==> config.mk <==
export PLATFORM = sky130hd
export DESIGN_NAME = slt_cell
export DESIGN_NICKNAME = d
export VERILOG_FILES = /design/src/rtl/sequential_list_table_macros.svh /design/src/rtl/slt_pkg.sv /design/src/rtl/slt_cell.sv
export SDC_FILE = /design/constraint.sdc
export NUM_CORES = 1
export LEC_CHECK = 0
export BUFFER_PORTS_ARGS = -buffer_cell sky130_fd_sc_hd__buf_2
export CAP_MARGIN = 25
export CORE_MARGIN = 3
export CORE_UTILIZATION = 50
export CTS_BUF_LIST = sky130_fd_sc_hd__clkbuf_2 sky130_fd_sc_hd__clkbuf_4 sky130_fd_sc_hd__clkbuf_8
export DETAILED_ROUTE_END_ITERATION = 10
export HOLD_SLACK_MARGIN = 0.02
export PLACE_DENSITY = 0.85
export SLEW_MARGIN = 5
export SYNTH_ARGS = -nofsm -noshare
export SYNTH_HDL_FRONTEND = slang
export SYNTH_SLANG_ARGS = --single-unit
==> constraint.sdc <==
create_clock -name clock -period 10.3 [get_ports clock]
set_input_delay 1.03 -clock clock [delete_from_list [all_inputs] [get_ports clock]]
set_output_delay 1.03 -clock clock [all_outputs]
set_load 0.005 [all_outputs]
==> src/rtl/sequential_list_table_macros.svh <==
`ifndef SEQUENTIAL_LIST_TABLE_MACROS_SVH
`define SEQUENTIAL_LIST_TABLE_MACROS_SVH

// same-cycle implication on clock, quiet during reset
`define SLT_ASSERT_NOW(label, ante, cons, msg) \
   label: assert property (@(posedge clock) disable iff (reset) (ante) |-> (cons)) \
      else $error(msg);

// next-cycle implication on clock, quiet during reset
`define SLT_ASSERT_NEXT(label, ante, cons, msg) \
   label: assert property (@(posedge clock) disable iff (reset) (ante) |=> (cons)) \
      else $error(msg);

`endif

==> src/rtl/slt_pkg.sv <==
`timescale 1ns / 1ps

package slt_pkg;

   localparam int CAPACITY = 256;
   localparam int IDX_W    = $clog2(CAPACITY);
   localparam int CNT_W    = IDX_W + 1;
   localparam int VAL_W    = 32;

   typedef enum logic [1:0] {
      FN_INSERT = 2'd0,
      FN_ERASE  = 2'd1,
      FN_FIND   = 2'd2,
      FN_MODIFY = 2'd3
   } func_type;

   typedef enum logic [1:0] {
      ST_OK      = 2'd0,
      ST_RANGE   = 2'd1,
      ST_FULL    = 2'd2,
      ST_MISSING = 2'd3
   } status_type;

   typedef enum logic [2:0] {
      CMD_HOLD,
      CMD_INSERT,
      CMD_ERASE,
      CMD_MODIFY,
      CMD_COMPARE,
      CMD_SCAN
   } cmd_type;

   typedef struct packed {
      cmd_type                  cmd;
      logic [IDX_W-1:0]         pos;
      logic [CNT_W-1:0]         count;
      logic signed [VAL_W-1:0]  value;
   } ctrl_type;

endpackage

==> src/rtl/slt_cell.sv <==
`timescale 1ns / 1ps

module slt_cell (
   input  logic                                  clock,
   input  logic                                  reset,
   input  logic [slt_pkg::IDX_W-1:0]             cell_index,
   input  slt_pkg::ctrl_type                     ctrl,
   input  logic signed [slt_pkg::VAL_W-1:0]      lower_entry,
   input  logic signed [slt_pkg::VAL_W-1:0]      upper_entry,
   input  logic                                  upper_match,
   output logic signed [slt_pkg::VAL_W-1:0]      entry,
   output logic                                  match
);

   logic signed [slt_pkg::VAL_W-1:0] entry_ff, entry_in;
   logic                             match_ff, match_in;

   always_comb begin
      entry_in = entry_ff;
      match_in = match_ff;
      unique case (ctrl.cmd)
         slt_pkg::CMD_INSERT: begin
            if (cell_index > ctrl.pos) begin
               entry_in = lower_entry;
            end else if (cell_index == ctrl.pos) begin
               entry_in = ctrl.value;
            end
         end
         slt_pkg::CMD_ERASE: begin
            if (cell_index >= ctrl.pos) begin
               entry_in = upper_entry;
            end
         end
         slt_pkg::CMD_MODIFY: begin
            if (cell_index == ctrl.pos) begin
               entry_in = ctrl.value;
            end
         end
         slt_pkg::CMD_COMPARE: begin
            match_in = (entry_ff == ctrl.value) && ({1'b0, cell_index} < ctrl.count);
         end
         slt_pkg::CMD_SCAN: begin
            match_in = upper_match;
         end
         default: begin
         end
      endcase
   end

   always_ff @(posedge clock) begin
      entry_ff <= entry_in;
      if (reset) begin
         match_ff <= 1'b0;
      end else begin
         match_ff <= match_in;
      end
   end

   assign entry = entry_ff;
   assign match = match_ff;

endmodule

==> results_dict.tcl <==
set metrics [dict create \
    path_clk_slew_ns 0.07 \
    postSynth.asyncResetShare_pct 0 \
    coreArea_mm2 0.00561 \
    drc 0 \
    utilization_pct 69.2 \
    timing.final.crit_period_ns 3.20 \
    ctsResizeCount 0 \
    yosysSeqAreaShare_pct 33.3 \
    endpoint "entry[1]$_DFFE_PP_" \
    syn_to_final_growth_pct 31.8 \
    gp_congestion 0.816 \
    wl_per_cell_um 17.9 \
    syn_avg_cell_area_um2 10.0 \
    dr.pass1.iters 4 \
    crit_cells 7 \
    cts_buffer_depth 2 \
    io_buffers 159 \
    finalMaxSlewViolations 0 \
    synth_area_leader_cell "edfxtp_1" \
    worst_hold_slack_ns 0.730 \
    drt-initial-drc-count 268 \
    dieArea_mm2 0.00685 \
    grt_pass1_wl_um 13200 \
    final-hold-violation-count 0 \
    crit_path_top_delay_cell "buf_4" \
    num_antenna_cells 0 \
    synth_cells 293 \
    setup_violations 0 \
    status "completed" \
    routed_wirelength_um 9170 \
    row_count 27 \
    cp_top_family "buffers and inverters" \
    cts_tree "yes" \
    dp_cells 502 \
    fmax_ghz 0.313 \
    cp_max_fo 65 \
    power_per_cell_area_mw_per_mm2 112 \
    critPathKind "input port to flop" \
    cap_violations 0 \
    clkPwrFrac_pct 29.8 \
    fin_worst_skew_ns 0.00865 \
    worst_pin_slew_ns 0.921 \
    end_kind "flop" \
    cts_inserted_buffers 5 \
    detail-route-antenna-nets 0 \
    leakage_uw 0.00186 \
    synth_warnings 0 \
    final_layout_size_suffix_gt1_share_pct 40.8 \
    nets 580 \
    h-tree-depth 2 \
    crit_start "cell_index[7]" \
    fp.dieH_um 82.7 \
    initial_core_util_pct 52.5 \
    r2r-start "entry[15]$_DFFE_PP_" \
    synth_seq_cells 33 \
    synth_nets 435 \
    tns_ns 0 \
    critical_path.cell_chain "buf_2 -> ha_1 -> nand4_1 -> or2_2 -> buf_4 -> o211a_4 -> o311ai_1" \
    hold_path.class "flop to flop" \
    reg2reg_to "match$_SDFFE_PP0P_" \
    cts_hold_buf 0 \
    clock-root-buffer "clkbuf_8" \
    startpoint_type "input port" \
    power_switching_uw 125 \
    slew_headroom_pct 38.5 \
    ys.flop_type "edfxtp_1" \
    final_cells 511 \
    rrSetupSlack_ns 8.67 \
    netlist.area_leader.share_pct 32.6 \
    period_share_pct 31.1 \
    required_ns 10.29 \
    antenna_found_initial 0 \
    grt_remaining_overflow 0 \
    sequentialPowerShare_pct 40.6 \
    cpPeakStageDelay_ns 0.63 \
    syn-cell-area_mm2 0.00294 \
    grt_pass1_vias 2781 \
    yosys-top-cells-count "nand2_1 (34), o2111ai_1 (34), edfxtp_1 (32), mux2i_1 (32), o311ai_1 (32)" \
    crit_buf_inv 2 \
    rsz0062_at_grt "no" \
    clock_latency_ns 0.28 \
    synth_edf_count 32 \
    hpwl_um 6690 \
    synth_cell_type_count 31 \
    worst-r2r-cell-count 5 \
    die_w_um 82.7 \
    intPower_uw 310 \
    vias_per_cell 6.07 \
    p_sw_share_pct 28.7 \
    fillers 463 \
    postCtsSetupBuffers 0 \
    synthTopCellsByArea "edfxtp_1 (33%), mux2i_1 (11%), o2111ai_1 (10%), o311ai_1 (9.5%), ha_1 (6.4%)" \
    grt_usage_pct 24.9 \
    vias 3102 \
    arrival_ns 3.19 \
    combPwrFrac_pct 29.6 \
    clock_sinks 33 \
    io_pins 160 \
    grt_max_degree 66 \
    vdd_drop_max_v 0.0000749 \
]
==> through the flow <==
stage | cell area [um^2] | power, uW | worst slack, ns
5_1_grt | 3880 | 456 | 6.99
3_3_place_gp | 3730 | 301 | 6.88
6_report | 3880 | 435 | 7.10
2_1_floorplan | 2940 | 250 | 6.20
3_5_place_dp | 3730 | 305 | 6.79
4_1_cts | 3850 | 434 | 7.09
==> tightest hold or removal path: stages (launching register included) <==
cell and delay, ns:
dfxtp_1 0.36, nor2b_1 0.14, a31oi_1 0.05, o22ai_1 0.14
==> worst min path at each step <==
stage / endpoint / start / cells after the start / slack [ns]
final: match$_SDFFE_PP0P_ / match$_SDFFE_PP0P_ / 3 / 0.73
after global routing: match$_SDFFE_PP0P_ / match$_SDFFE_PP0P_ / 3 / 0.76
after CTS: match$_SDFFE_PP0P_ / match$_SDFFE_PP0P_ / 3 / 0.72
after detailed placement: match$_SDFFE_PP0P_ / match$_SDFFE_PP0P_ / 3 / 0.70
after global placement: match$_SDFFE_PP0P_ / match$_SDFFE_PP0P_ / 3 / 0.68
after floorplan: match$_SDFFE_PP0P_ / match$_SDFFE_PP0P_ / 3 / 0.66
==> final cells by class <==
class                   count  area [um^2]  area share (%)
clock buffers               7         90.1            2.32
clock inverters             1         30.0           0.774
inverters                  17         63.8            1.64
multi-input cells         217         1770            45.7
flip-flops and latches     33          981            25.3
well taps                  72         90.1            2.32
repair buffers            164          853            22.0
==> cells by family after synthesis <==
family	Yosys count	synth area share (%)
AND/OR/NAND/NOR	55	8.71
buffers and inverters	43	7.44
AO/OA/AOI/OAI	83	23.8
XOR/XNOR	32	9.52
adder cells (fa/ha/maj)	15	6.37
flip-flops	33	33.3
multiplexers	32	10.9
==> metal layers <==
| layer | wire length, um | track usage, % | part of all wire (%) | vias to the layer above |
|---|---|---|---|---|
| met5 | 0 | 0 | 0 | - |
| met4 | 126 | 6.37 | 1.4 | 0 |
| met3 | 840 | 4.66 | 9.2 | 13 |
| met2 | 4610 | 42.7 | 50 | 180 |
| met1 | 3590 | 32.1 | 39 | 1444 |
| li1 | - | - | - | 1465 |
==> sequential cells by signal, summed over array words and instances (netlist names) <==
register,cells
entry,32
match,1
==> placed cells by master (no fill, tap or decap), types with 2 or more instances in the layout <==
| master | instances |
|---|---|
| clkbuf_8 | 6 |
| a21oi_4 | 2 |
| nand3_1 | 2 |
| a31oi_1 | 2 |
| buf_2 | 159 |
| inv_1 | 17 |
| edfxtp_1 | 32 |
| o311ai_1 | 32 |
| nor2b_1 | 3 |
| a21oi_1 | 5 |
| nand4_1 | 8 |
| mux2i_1 | 32 |
| o2111ai_1 | 34 |
| nor4_1 | 5 |
| buf_4 | 4 |
| nand2_1 | 34 |
| xnor2_1 | 15 |
| ha_1 | 15 |
| xor2_1 | 17 |
==> power by group through the flow <==
stage	registers (uW)	logic (uW)	clock network, uW
floorplan	179	70.6	0
global placement	179	122	0
detailed placement	179	126	0
CTS	176	127	130
global route	178	141	137
finish	176	129	130
No activity file was read; power rests on OpenSTA's default activity.
